File: src/pt32_pkg.sv
// Shared types, constants and the base table for the 32-bit primality tester.
// Used by pt32_modmul, pt32_gcd and primality_test_32bit; depends on nothing.
`default_nettype none
package pt32_pkg;

    localparam logic [31:0] HASH_MULT = 32'hAD625B89;
    localparam int unsigned HASH_SHIFT = 24;

    typedef enum logic [3:0] {
        ST_IDLE,
        ST_CLASS,
        ST_SPLIT,
        ST_REDUCE,
        ST_WAIT_RED,
        ST_EXP_SQ,
        ST_WAIT_SQ,
        ST_WAIT_MUL,
        ST_CHECK,
        ST_LOOP_SQ,
        ST_WAIT_LOOP,
        ST_HASH,
        ST_GCD_GO,
        ST_WAIT_GCD,
        ST_DONE
    } state_t;

    typedef struct packed {
        logic        start;
        logic [31:0] mcand;
        logic [31:0] mplier;
    } mul_req_t;

    typedef struct packed {
        logic        done;
        logic [31:0] product;
    } mul_rsp_t;

    typedef struct packed {
        logic        start;
        logic [31:0] u;
        logic [15:0] v;
    } gcd_req_t;

    typedef struct packed {
        logic done;
        logic coprime;
    } gcd_rsp_t;

    localparam logic [15:0] BASE_ROM [256] = '{
        16'd1216, 16'd1836, 16'd8885, 16'd4564, 16'd10978, 16'd5228, 16'd15613, 16'd13941,
        16'd1553, 16'd173, 16'd3615, 16'd3144, 16'd10065, 16'd9259, 16'd233, 16'd2362,
        16'd6244, 16'd6431, 16'd10863, 16'd5920, 16'd6408, 16'd6841, 16'd22124, 16'd2290,
        16'd45597, 16'd6935, 16'd4835, 16'd7652, 16'd1051, 16'd445, 16'd5807, 16'd842,
        16'd1534, 16'd22140, 16'd1282, 16'd1733, 16'd347, 16'd6311, 16'd14081, 16'd11157,
        16'd186, 16'd703, 16'd9862, 16'd15490, 16'd1720, 16'd17816, 16'd10433, 16'd49185,
        16'd2535, 16'd9158, 16'd2143, 16'd2840, 16'd664, 16'd29074, 16'd24924, 16'd1035,
        16'd41482, 16'd1065, 16'd10189, 16'd8417, 16'd130, 16'd4551, 16'd5159, 16'd48886,
        16'd786, 16'd1938, 16'd1013, 16'd2139, 16'd7171, 16'd2143, 16'd16873, 16'd188,
        16'd5555, 16'd42007, 16'd1045, 16'd3891, 16'd2853, 16'd23642, 16'd148, 16'd3585,
        16'd3027, 16'd280, 16'd3101, 16'd9918, 16'd6452, 16'd2716, 16'd855, 16'd990,
        16'd1925, 16'd13557, 16'd1063, 16'd6916, 16'd4965, 16'd4380, 16'd587, 16'd3214,
        16'd1808, 16'd1036, 16'd6356, 16'd8191, 16'd6783, 16'd14424, 16'd6929, 16'd1002,
        16'd840, 16'd422, 16'd44215, 16'd7753, 16'd5799, 16'd3415, 16'd231, 16'd2013,
        16'd8895, 16'd2081, 16'd883, 16'd3855, 16'd5577, 16'd876, 16'd3574, 16'd1925,
        16'd1192, 16'd865, 16'd7376, 16'd12254, 16'd5952, 16'd2516, 16'd20463, 16'd186,
        16'd5411, 16'd35353, 16'd50898, 16'd1084, 16'd2127, 16'd4305, 16'd115, 16'd7821,
        16'd1265, 16'd16169, 16'd1705, 16'd1857, 16'd24938, 16'd220, 16'd3650, 16'd1057,
        16'd482, 16'd1690, 16'd2718, 16'd4309, 16'd7496, 16'd1515, 16'd7972, 16'd3763,
        16'd10954, 16'd2817, 16'd3430, 16'd1423, 16'd714, 16'd6734, 16'd328, 16'd2581,
        16'd2580, 16'd10047, 16'd2797, 16'd155, 16'd5951, 16'd3817, 16'd54850, 16'd2173,
        16'd1318, 16'd246, 16'd1807, 16'd2958, 16'd2697, 16'd337, 16'd4871, 16'd2439,
        16'd736, 16'd37112, 16'd1226, 16'd527, 16'd7531, 16'd5418, 16'd7242, 16'd2421,
        16'd16135, 16'd7015, 16'd8432, 16'd2605, 16'd5638, 16'd5161, 16'd11515, 16'd14949,
        16'd748, 16'd5003, 16'd9048, 16'd4679, 16'd1915, 16'd7652, 16'd9657, 16'd660,
        16'd3054, 16'd15469, 16'd2910, 16'd775, 16'd14106, 16'd1749, 16'd136, 16'd2673,
        16'd61814, 16'd5633, 16'd1244, 16'd2567, 16'd4989, 16'd1637, 16'd1273, 16'd11423,
        16'd7974, 16'd7509, 16'd6061, 16'd531, 16'd6608, 16'd1088, 16'd1627, 16'd160,
        16'd6416, 16'd11350, 16'd921, 16'd306, 16'd18117, 16'd1238, 16'd463, 16'd1722,
        16'd996, 16'd3866, 16'd6576, 16'd6055, 16'd130, 16'd24080, 16'd7331, 16'd3922,
        16'd8632, 16'd2706, 16'd24108, 16'd32374, 16'd4237, 16'd15302, 16'd287, 16'd2296,
        16'd1220, 16'd20922, 16'd3350, 16'd2089, 16'd562, 16'd11745, 16'd163, 16'd11951
    };

endpackage
`default_nettype wire

File: src/primality_test_32bit.sv
// Words 0..3 and even words are settled at classification; odd words go through strong tests.
// Each modular multiply runs in the bit-serial multiplier; each strong test
// runs one reduction, 32 squarings, one multiply per set bit of d and up to r-1 squarings.
// One word is in flight at a time; the next word is taken as soon as the previous result
// is handed to the output register.
// Reset (rst_n, async, active low) returns the sequencer to idle and drops any pending result.
`default_nettype none
module primality_test_32bit (
    input  wire logic        clk,
    input  wire logic        rst_n,
    input  wire logic        in_valid,
    output logic             in_stall,
    input  wire logic [31:0] candidate,
    output logic             out_valid,
    input  wire logic        out_stall,
    output logic             is_prime
);
    pt32_pkg::state_t state_reg, state_next;

    logic [31:0] n_reg, n_next;
    logic [31:0] d_reg, d_next;
    logic [4:0]  r_reg, r_next;
    logic [4:0]  i_reg, i_next;
    logic [4:0]  bit_reg, bit_next;
    logic [31:0] x_reg, x_next;
    logic [31:0] ared_reg, ared_next;
    logic [7:0]  idx_reg, idx_next;
    logic [15:0] base_reg, base_next;
    logic        second_reg, second_next;
    logic        res_reg, res_next;
    logic        out_valid_reg, out_valid_next;
    logic        is_prime_reg, is_prime_next;

    pt32_pkg::mul_req_t mul_req;
    pt32_pkg::mul_rsp_t mul_rsp;
    pt32_pkg::gcd_req_t gcd_req;
    pt32_pkg::gcd_rsp_t gcd_rsp;
    logic               mul_busy;

    logic [31:0] nm1;
    logic [31:0] hash_prod;
    logic [15:0] base_val;
    logic        slot_free;

    assign nm1       = n_reg - 32'd1;
    assign hash_prod = n_reg * pt32_pkg::HASH_MULT;
    assign base_val  = second_reg ? base_reg : 16'd2;
    assign slot_free = !out_valid_reg || !out_stall;

    pt32_modmul u_mul (
        .clk     (clk),
        .rst_n   (rst_n),
        .req     (mul_req),
        .rsp     (mul_rsp),
        .modulus (n_reg),
        .busy    (mul_busy)
    );

    pt32_gcd u_gcd (
        .clk   (clk),
        .rst_n (rst_n),
        .req   (gcd_req),
        .rsp   (gcd_rsp)
    );

    always_comb
    begin
        state_next     = state_reg;
        n_next         = n_reg;
        d_next         = d_reg;
        r_next         = r_reg;
        i_next         = i_reg;
        bit_next       = bit_reg;
        x_next         = x_reg;
        ared_next      = ared_reg;
        idx_next       = idx_reg;
        base_next      = base_reg;
        second_next    = second_reg;
        res_next       = res_reg;
        is_prime_next  = is_prime_reg;
        out_valid_next = out_valid_reg && out_stall;
        mul_req        = '0;
        gcd_req        = '0;

        unique case (state_reg)
            pt32_pkg::ST_IDLE:
            begin
                // Take the word; the output slot parts us from the consumer.
                if (in_valid)
                begin
                    n_next     = candidate;
                    state_next = pt32_pkg::ST_CLASS;
                end
            end
            pt32_pkg::ST_CLASS:
            begin
                second_next = 1'b0;
                d_next      = {1'b0, n_reg[31:1]};
                r_next      = 5'd1;
                if (n_reg < 32'd4)
                begin
                    res_next   = (n_reg >= 32'd2);
                    state_next = pt32_pkg::ST_DONE;
                end
                else if (!n_reg[0])
                begin
                    res_next   = 1'b0;
                    state_next = pt32_pkg::ST_DONE;
                end
                else
                    state_next = pt32_pkg::ST_SPLIT;
            end
            pt32_pkg::ST_SPLIT:
            begin
                // Shift out trailing zeros of n-1, one per cycle.
                if (!d_reg[0])
                begin
                    d_next = {1'b0, d_reg[31:1]};
                    r_next = r_reg + 5'd1;
                end
                else
                    state_next = pt32_pkg::ST_REDUCE;
            end
            pt32_pkg::ST_REDUCE:
            begin
                // base mod n as 1 * base: the serial operand may exceed n.
                mul_req.start  = 1'b1;
                mul_req.mcand  = 32'd1;
                mul_req.mplier = {16'd0, base_val};
                state_next     = pt32_pkg::ST_WAIT_RED;
            end
            pt32_pkg::ST_WAIT_RED:
            begin
                if (mul_rsp.done)
                begin
                    ared_next  = mul_rsp.product;
                    x_next     = 32'd1;
                    bit_next   = 5'd31;
                    state_next = pt32_pkg::ST_EXP_SQ;
                end
            end
            pt32_pkg::ST_EXP_SQ:
            begin
                mul_req.start  = 1'b1;
                mul_req.mcand  = x_reg;
                mul_req.mplier = x_reg;
                state_next     = pt32_pkg::ST_WAIT_SQ;
            end
            pt32_pkg::ST_WAIT_SQ:
            begin
                if (mul_rsp.done)
                begin
                    x_next = mul_rsp.product;
                    if (d_reg[bit_reg])
                    begin
                        mul_req.start  = 1'b1;
                        mul_req.mcand  = ared_reg;
                        mul_req.mplier = mul_rsp.product;
                        state_next     = pt32_pkg::ST_WAIT_MUL;
                    end
                    else if (bit_reg == 5'd0)
                        state_next = pt32_pkg::ST_CHECK;
                    else
                    begin
                        bit_next   = bit_reg - 5'd1;
                        state_next = pt32_pkg::ST_EXP_SQ;
                    end
                end
            end
            pt32_pkg::ST_WAIT_MUL:
            begin
                if (mul_rsp.done)
                begin
                    x_next = mul_rsp.product;
                    if (bit_reg == 5'd0)
                        state_next = pt32_pkg::ST_CHECK;
                    else
                    begin
                        bit_next   = bit_reg - 5'd1;
                        state_next = pt32_pkg::ST_EXP_SQ;
                    end
                end
            end
            pt32_pkg::ST_CHECK:
            begin
                i_next = 5'd1;
                if (x_reg == 32'd1 || x_reg == nm1)
                begin
                    if (second_reg)
                    begin
                        res_next   = 1'b1;
                        state_next = pt32_pkg::ST_DONE;
                    end
                    else
                        state_next = pt32_pkg::ST_HASH;
                end
                else if (r_reg > 5'd1)
                    state_next = pt32_pkg::ST_LOOP_SQ;
                else
                begin
                    res_next   = 1'b0;
                    state_next = pt32_pkg::ST_DONE;
                end
            end
            pt32_pkg::ST_LOOP_SQ:
            begin
                mul_req.start  = 1'b1;
                mul_req.mcand  = x_reg;
                mul_req.mplier = x_reg;
                state_next     = pt32_pkg::ST_WAIT_LOOP;
            end
            pt32_pkg::ST_WAIT_LOOP:
            begin
                if (mul_rsp.done)
                begin
                    x_next = mul_rsp.product;
                    if (mul_rsp.product == nm1)
                    begin
                        if (second_reg)
                        begin
                            res_next   = 1'b1;
                            state_next = pt32_pkg::ST_DONE;
                        end
                        else
                            state_next = pt32_pkg::ST_HASH;
                    end
                    else if ((i_reg + 5'd1) < r_reg)
                    begin
                        i_next     = i_reg + 5'd1;
                        state_next = pt32_pkg::ST_LOOP_SQ;
                    end
                    else
                    begin
                        res_next   = 1'b0;
                        state_next = pt32_pkg::ST_DONE;
                    end
                end
            end
            pt32_pkg::ST_HASH:
            begin
                idx_next   = hash_prod[31:pt32_pkg::HASH_SHIFT];
                state_next = pt32_pkg::ST_GCD_GO;
            end
            pt32_pkg::ST_GCD_GO:
            begin
                base_next     = pt32_pkg::BASE_ROM[idx_reg];
                gcd_req.start = 1'b1;
                gcd_req.u     = n_reg;
                gcd_req.v     = pt32_pkg::BASE_ROM[idx_reg];
                state_next    = pt32_pkg::ST_WAIT_GCD;
            end
            pt32_pkg::ST_WAIT_GCD:
            begin
                if (gcd_rsp.done)
                begin
                    if (gcd_rsp.coprime)
                    begin
                        second_next = 1'b1;
                        state_next  = pt32_pkg::ST_REDUCE;
                    end
                    else
                    begin
                        res_next   = 1'b0;
                        state_next = pt32_pkg::ST_DONE;
                    end
                end
            end
            pt32_pkg::ST_DONE:
            begin
                // Hold the verdict until the output slot is free.
                if (slot_free)
                begin
                    out_valid_next = 1'b1;
                    is_prime_next  = res_reg;
                    state_next     = pt32_pkg::ST_IDLE;
                end
            end
            default:
            begin
                state_next = pt32_pkg::ST_IDLE;
            end
        endcase
    end

    always_ff @(posedge clk or negedge rst_n)
    begin
        if (!rst_n)
        begin
            state_reg     <= pt32_pkg::ST_IDLE;
            out_valid_reg <= 1'b0;
        end
        else
        begin
            state_reg     <= state_next;
            out_valid_reg <= out_valid_next;
        end
    end

    always_ff @(posedge clk)
    begin
        n_reg        <= n_next;
        d_reg        <= d_next;
        r_reg        <= r_next;
        i_reg        <= i_next;
        bit_reg      <= bit_next;
        x_reg        <= x_next;
        ared_reg     <= ared_next;
        idx_reg      <= idx_next;
        base_reg     <= base_next;
        second_reg   <= second_next;
        res_reg      <= res_next;
        is_prime_reg <= is_prime_next;
    end

    assign in_stall  = (state_reg != pt32_pkg::ST_IDLE);
    assign out_valid = out_valid_reg;
    assign is_prime  = is_prime_reg;

`ifndef SYNTHESIS
    // A new multiply never lands on one still running.
    a_mul_idle: assert property (@(posedge clk) disable iff (!rst_n)
        mul_req.start |-> !mul_busy)
        else $error("multiply issued while multiplier busy");

    // An accepted word is classified in the next cycle.
    a_take: assert property (@(posedge clk) disable iff (!rst_n)
        (in_valid && !in_stall) |=> (state_reg == pt32_pkg::ST_CLASS))
        else $error("accepted word not classified");

    // Leaving the done state always presents a result.
    a_emit: assert property (@(posedge clk) disable iff (!rst_n)
        (state_reg == pt32_pkg::ST_DONE && slot_free) |=> out_valid)
        else $error("result not presented");
`endif
endmodule
`default_nettype wire

File: src/pt32_modmul.sv
// Bit-serial modular multiplier: mcand * mplier mod modulus, one multiplier bit per cycle.
// Depends on pt32_pkg. mcand must be below modulus; mplier may be any 32-bit value.
`default_nettype none
module pt32_modmul (
    input  wire logic              clk,
    input  wire logic              rst_n,
    input  wire pt32_pkg::mul_req_t req,
    output pt32_pkg::mul_rsp_t     rsp,
    input  wire logic [31:0]       modulus,
    output logic                   busy
);
    logic [31:0] acc_reg, acc_next;
    logic [31:0] a_reg, a_next;
    logic [31:0] b_reg, b_next;
    logic [4:0]  cnt_reg, cnt_next;
    logic        busy_reg, busy_next;
    logic        done_reg, done_next;

    logic [33:0] sum;
    logic [33:0] n1;
    logic [33:0] n2;
    logic [33:0] red;

    // Doubling plus one addend stays below 3n: reduce by 2n or n.
    always_comb
    begin
        n1  = {2'b00, modulus};
        n2  = {1'b0, modulus, 1'b0};
        sum = {1'b0, acc_reg, 1'b0} + (b_reg[31] ? {2'b00, a_reg} : 34'd0);
        if (sum >= n2)
            red = sum - n2;
        else if (sum >= n1)
            red = sum - n1;
        else
            red = sum;
    end

    always_comb
    begin
        acc_next  = acc_reg;
        a_next    = a_reg;
        b_next    = b_reg;
        cnt_next  = cnt_reg;
        busy_next = busy_reg;
        done_next = 1'b0;
        if (req.start)
        begin
            acc_next  = 32'd0;
            a_next    = req.mcand;
            b_next    = req.mplier;
            cnt_next  = 5'd31;
            busy_next = 1'b1;
        end
        else if (busy_reg)
        begin
            acc_next = red[31:0];
            b_next   = {b_reg[30:0], 1'b0};
            cnt_next = cnt_reg - 5'd1;
            if (cnt_reg == 5'd0)
            begin
                busy_next = 1'b0;
                done_next = 1'b1;
            end
        end
    end

    always_ff @(posedge clk or negedge rst_n)
    begin
        if (!rst_n)
        begin
            busy_reg <= 1'b0;
            done_reg <= 1'b0;
            cnt_reg  <= 5'd0;
        end
        else
        begin
            busy_reg <= busy_next;
            done_reg <= done_next;
            cnt_reg  <= cnt_next;
        end
    end

    always_ff @(posedge clk)
    begin
        acc_reg <= acc_next;
        a_reg   <= a_next;
        b_reg   <= b_next;
    end

    assign rsp.done    = done_reg;
    assign rsp.product = acc_reg;
    assign busy        = busy_reg;
endmodule
`default_nettype wire

File: src/pt32_gcd.sv
// Binary gcd of an odd 32-bit word and a 16-bit base, one subtract or shift per cycle.
// Depends on pt32_pkg.
`default_nettype none
module pt32_gcd (
    input  wire logic              clk,
    input  wire logic              rst_n,
    input  wire pt32_pkg::gcd_req_t req,
    output pt32_pkg::gcd_rsp_t     rsp
);
    logic [31:0] u_reg, u_next;
    logic [31:0] v_reg, v_next;
    logic        busy_reg, busy_next;
    logic        done_reg, done_next;

    // u stays odd; strip twos from v, then replace the pair by min and difference.
    always_comb
    begin
        u_next    = u_reg;
        v_next    = v_reg;
        busy_next = busy_reg;
        done_next = 1'b0;
        if (req.start)
        begin
            u_next    = req.u;
            v_next    = {16'd0, req.v};
            busy_next = 1'b1;
        end
        else if (busy_reg)
        begin
            if (v_reg == 32'd0)
            begin
                busy_next = 1'b0;
                done_next = 1'b1;
            end
            else if (!v_reg[0])
                v_next = {1'b0, v_reg[31:1]};
            else if (u_reg > v_reg)
            begin
                u_next = v_reg;
                v_next = u_reg - v_reg;
            end
            else
                v_next = v_reg - u_reg;
        end
    end

    always_ff @(posedge clk or negedge rst_n)
    begin
        if (!rst_n)
        begin
            busy_reg <= 1'b0;
            done_reg <= 1'b0;
        end
        else
        begin
            busy_reg <= busy_next;
            done_reg <= done_next;
        end
    end

    always_ff @(posedge clk)
    begin
        u_reg <= u_next;
        v_reg <= v_next;
    end

    assign rsp.done    = done_reg;
    assign rsp.coprime = (u_reg == 32'd1);
endmodule
`default_nettype wire
File: config.mk
export PLATFORM = sky130hd
export DESIGN_NAME = primality_test_32bit
export DESIGN_NICKNAME = d
export VERILOG_FILES = /design/src/pt32_pkg.sv /design/src/primality_test_32bit.sv /design/src/pt32_modmul.sv /design/src/pt32_gcd.sv
export SDC_FILE = /design/constraint.sdc
export NUM_CORES = 2
export LEC_CHECK = 0
export BUFFER_PORTS_ARGS = -buffer_cell sky130_fd_sc_hd__buf_4
export CORE_UTILIZATION = 30
export CTS_CLUSTER_DIAMETER = 100
export DETAILED_ROUTE_END_ITERATION = 10
export GPL_ROUTABILITY_DRIVEN = 0
export PLACE_DENSITY_LB_ADDON = 0.12
export SLEW_MARGIN = 15
export SYNTH_ARGS = -nofsm -noshare
export SYNTH_HDL_FRONTEND = slang
export SYNTH_HIERARCHICAL = 1
export SYNTH_SLANG_ARGS = --single-unit
File: constraint.sdc
create_clock -name clk -period 19.3 [get_ports clk]
set_input_delay 3.86 -clock clk [delete_from_list [all_inputs] [get_ports clk]]
set_output_delay 3.86 -clock clk [all_outputs]
set_load 0.05 [all_outputs]
==> results.cfg <==
[outcome]
status = completed

[drt]
wl_per_cell_microns = 25.6
firstDrtPassIters = 6
vias = 34455
postRouteAntennaNets = 0
drt_first_iter_violations = 3784
post-route-drc-count = 0
viasPerCell = 5.62
drt-total-wl_microns = 157000

[hold_path]
hold_path_class = reg2reg

[timing]
hold_violations = 0
max_freq_mhz = 124
tightest_slew_ps = 1150
slew_headroom = 0.232
setup_viol = 0
period_share = 0.416
post-route-min-period_ps = 8030
maxSlewViolCount = 0
finalSetupTns_ps = 0
rsz0062_at_grt = no
finalClockSkew_ps = 41.0

[yosys]
async_flop_share = 0.0408
synth_enable_flop_cells = 281
syn_inst = 4534
yosysUniqueCellTypes = 121
avgSynthCellArea_sq_um = 8.56
synth-seq-area-share = 0.251
yosysWarnings = 6
synthFlopType = edfxtp_1
synthesis.nets = 5124
synth_area_sq_um = 38800
synth-seq-cells = 343

[clock_tree]
cts_made_buffers = 46
cts-resized-gates = 0
clock_latency_ps = 620
root_buffer = clkbuf_16
cts_tree = yes
htreeDepth = 2
cts_sinks = 343
hold_buffers = 0
clockBufferDepth = 3
cts_setup_buffers = 0
clk_pin_slew_worst_paths_ps = 60

[setup_path]
cp.required_ps = 19630
rr_endpoint = idx_reg[7]
slowest_stage = edfxtp_1
r2r_slack_ps = 11270
start_kind = register
crit_fanout = 18
crit_start = n_reg[6]
setup.worst_path.class = reg2reg
crit_end = idx_reg[7]
crit_path_end_kind = register
r2r_cells = 28
r2r_start = n_reg[6]
max_stage_delay_ps = 890
cpMostUsedCell = inv_1
crit_arrival_ps = 8370

[layout]
area_delta_synth_final_pct = 8.75
utilization = 0.330
drive_gt1_frac = 0.0687
multiInputGateArea_sq_um = 26100
nFillCells = 13593
register_area_sq_um = 9750
num-nets-final = 5022

[placement]
hpwl_microns = 120000
io_buffers = 38

[run]
cap_violations = 0

[floorplanning]
rows = 131
fp.dieH_microns = 362
die_area_sq_um = 131000
ioPinCount = 39
core_area_sq_um = 128000
start_util = 0.303
die_w_microns = 362

[global_route]
grt_max_degree = 149
overflow = 0
track_usage = 0.235
grt_pass1_vias = 33764
antenna_found_initial = 7
grt_pass1_wl_microns = 232000
## layer usage
layer	part of all wire	GRT usage	vias to the layer above
li1	-	-	16081
met1	0.46	0.336	16837
met2	0.44	0.364	1264
met3	0.059	0.0281	273
met4	0.037	0.0801	0
met5	0	0	-
## metrics by stage
step / cell area (sq um) / setup WS, ps / cells / hold WS, ps
after floorplan: 38800 / 12030 / 4534 / 421
after global placement: 40600 / 11360 / 6046 / 485
after detailed placement: 40600 / 11290 / 6046 / 486
after CTS: 42200 / 11260 / 6131 / 494
after global routing: 42200 / 10860 / 6131 / 521
final: 42200 / 11270 / 6132 / 496
## placed cells by master (no fill, tap or decap), types with 46 or more instances in the layout
| cell | instances |
|---|---|
| a211oi_1 | 60 |
| a21o_1 | 74 |
| a21oi_1 | 292 |
| a22o_1 | 51 |
| a31oi_1 | 58 |
| and2_1 | 103 |
| buf_4 | 110 |
| clkbuf_16 | 47 |
| dfxtp_1 | 48 |
| edfxtp_1 | 281 |
| fa_1 | 151 |
| ha_1 | 403 |
| inv_1 | 490 |
| nand2_1 | 361 |
| nand2b_1 | 66 |
| nand3_1 | 94 |
| nor2_1 | 308 |
| nor3_1 | 100 |
| nor4_1 | 52 |
| o211ai_1 | 46 |
| o21ai_0 | 299 |
| xnor2_1 | 162 |
| xor2_1 | 82 |
## area by class of cell
type	count	area share
clock inverters	27	0.00735
diodes	1	0.0000593
multi-input cells	3434	0.618
well taps	1662	0.0493
repair buffers	111	0.0200
inverters	496	0.0442
flip-flops and latches	343	0.231
clock buffers	58	0.0296
## cell usage after synthesis, drive strengths merged, types with 26 or more instances
cell	n	area (sq um)
a211oi	66	533
nand2b	66	413
a221oi	26	240
xor2	82	718
nand2	362	1360
xnor2	162	1420
nor2b	30	188
a21o	74	556
edfxtp	281	8440
nor4	53	338
nor3	106	562
inv	492	1850
dfxtp	48	961
and3	34	213
a21oi	298	1510
o21ai	317	1590
ha	403	5040
clkbuf	171	646
o211ai	49	392
nor2	310	1160
mux2	38	428
fa	151	3020
buf	90	499
o21a	27	203
a22o	51	447
and2	105	659
nand4	39	250
nand3	95	480
a31oi	60	388
mux2i	41	410
## how the worst min path moves through the flow
stage | endpoint | slack, ps | depth (start not counted) | startpoint
floorplan | is_prime | 420 | 0 | res_reg
finish | u_gcd/v_reg[21] | 500 | 2 | u_gcd/v_reg[21]
global placement | u_gcd/v_reg[21] | 490 | 2 | u_gcd/v_reg[21]
global route | u_gcd/v_reg[21] | 520 | 2 | u_gcd/v_reg[21]
CTS | u_gcd/v_reg[21] | 490 | 2 | u_gcd/v_reg[21]
detailed placement | u_gcd/v_reg[21] | 490 | 2 | u_gcd/v_reg[21]
## logic make-up after synthesis
kind of cell	count (synthesis)	synth area share
XOR/XNOR	246	0.0562
buffers and inverters	757	0.0775
multiplexers	90	0.0280
AND/OR/NAND/NOR	1278	0.160
flip-flops	343	0.251
adder cells (fa/ha/maj)	554	0.208
AO/OA/AOI/OAI	1266	0.219
## critical path: cells and delay by family, from the launching register on
family,cells,cell delay [ps]
simple gates,3,370
flops,1,890
buf+inv,7,560
compound gates,7,1660
fa+ha+maj,9,4010
xor+xnor,2,270
Power is not shown: default switching activity piles up to over one toggle a cycle in this logic, so the estimate is an artifact.
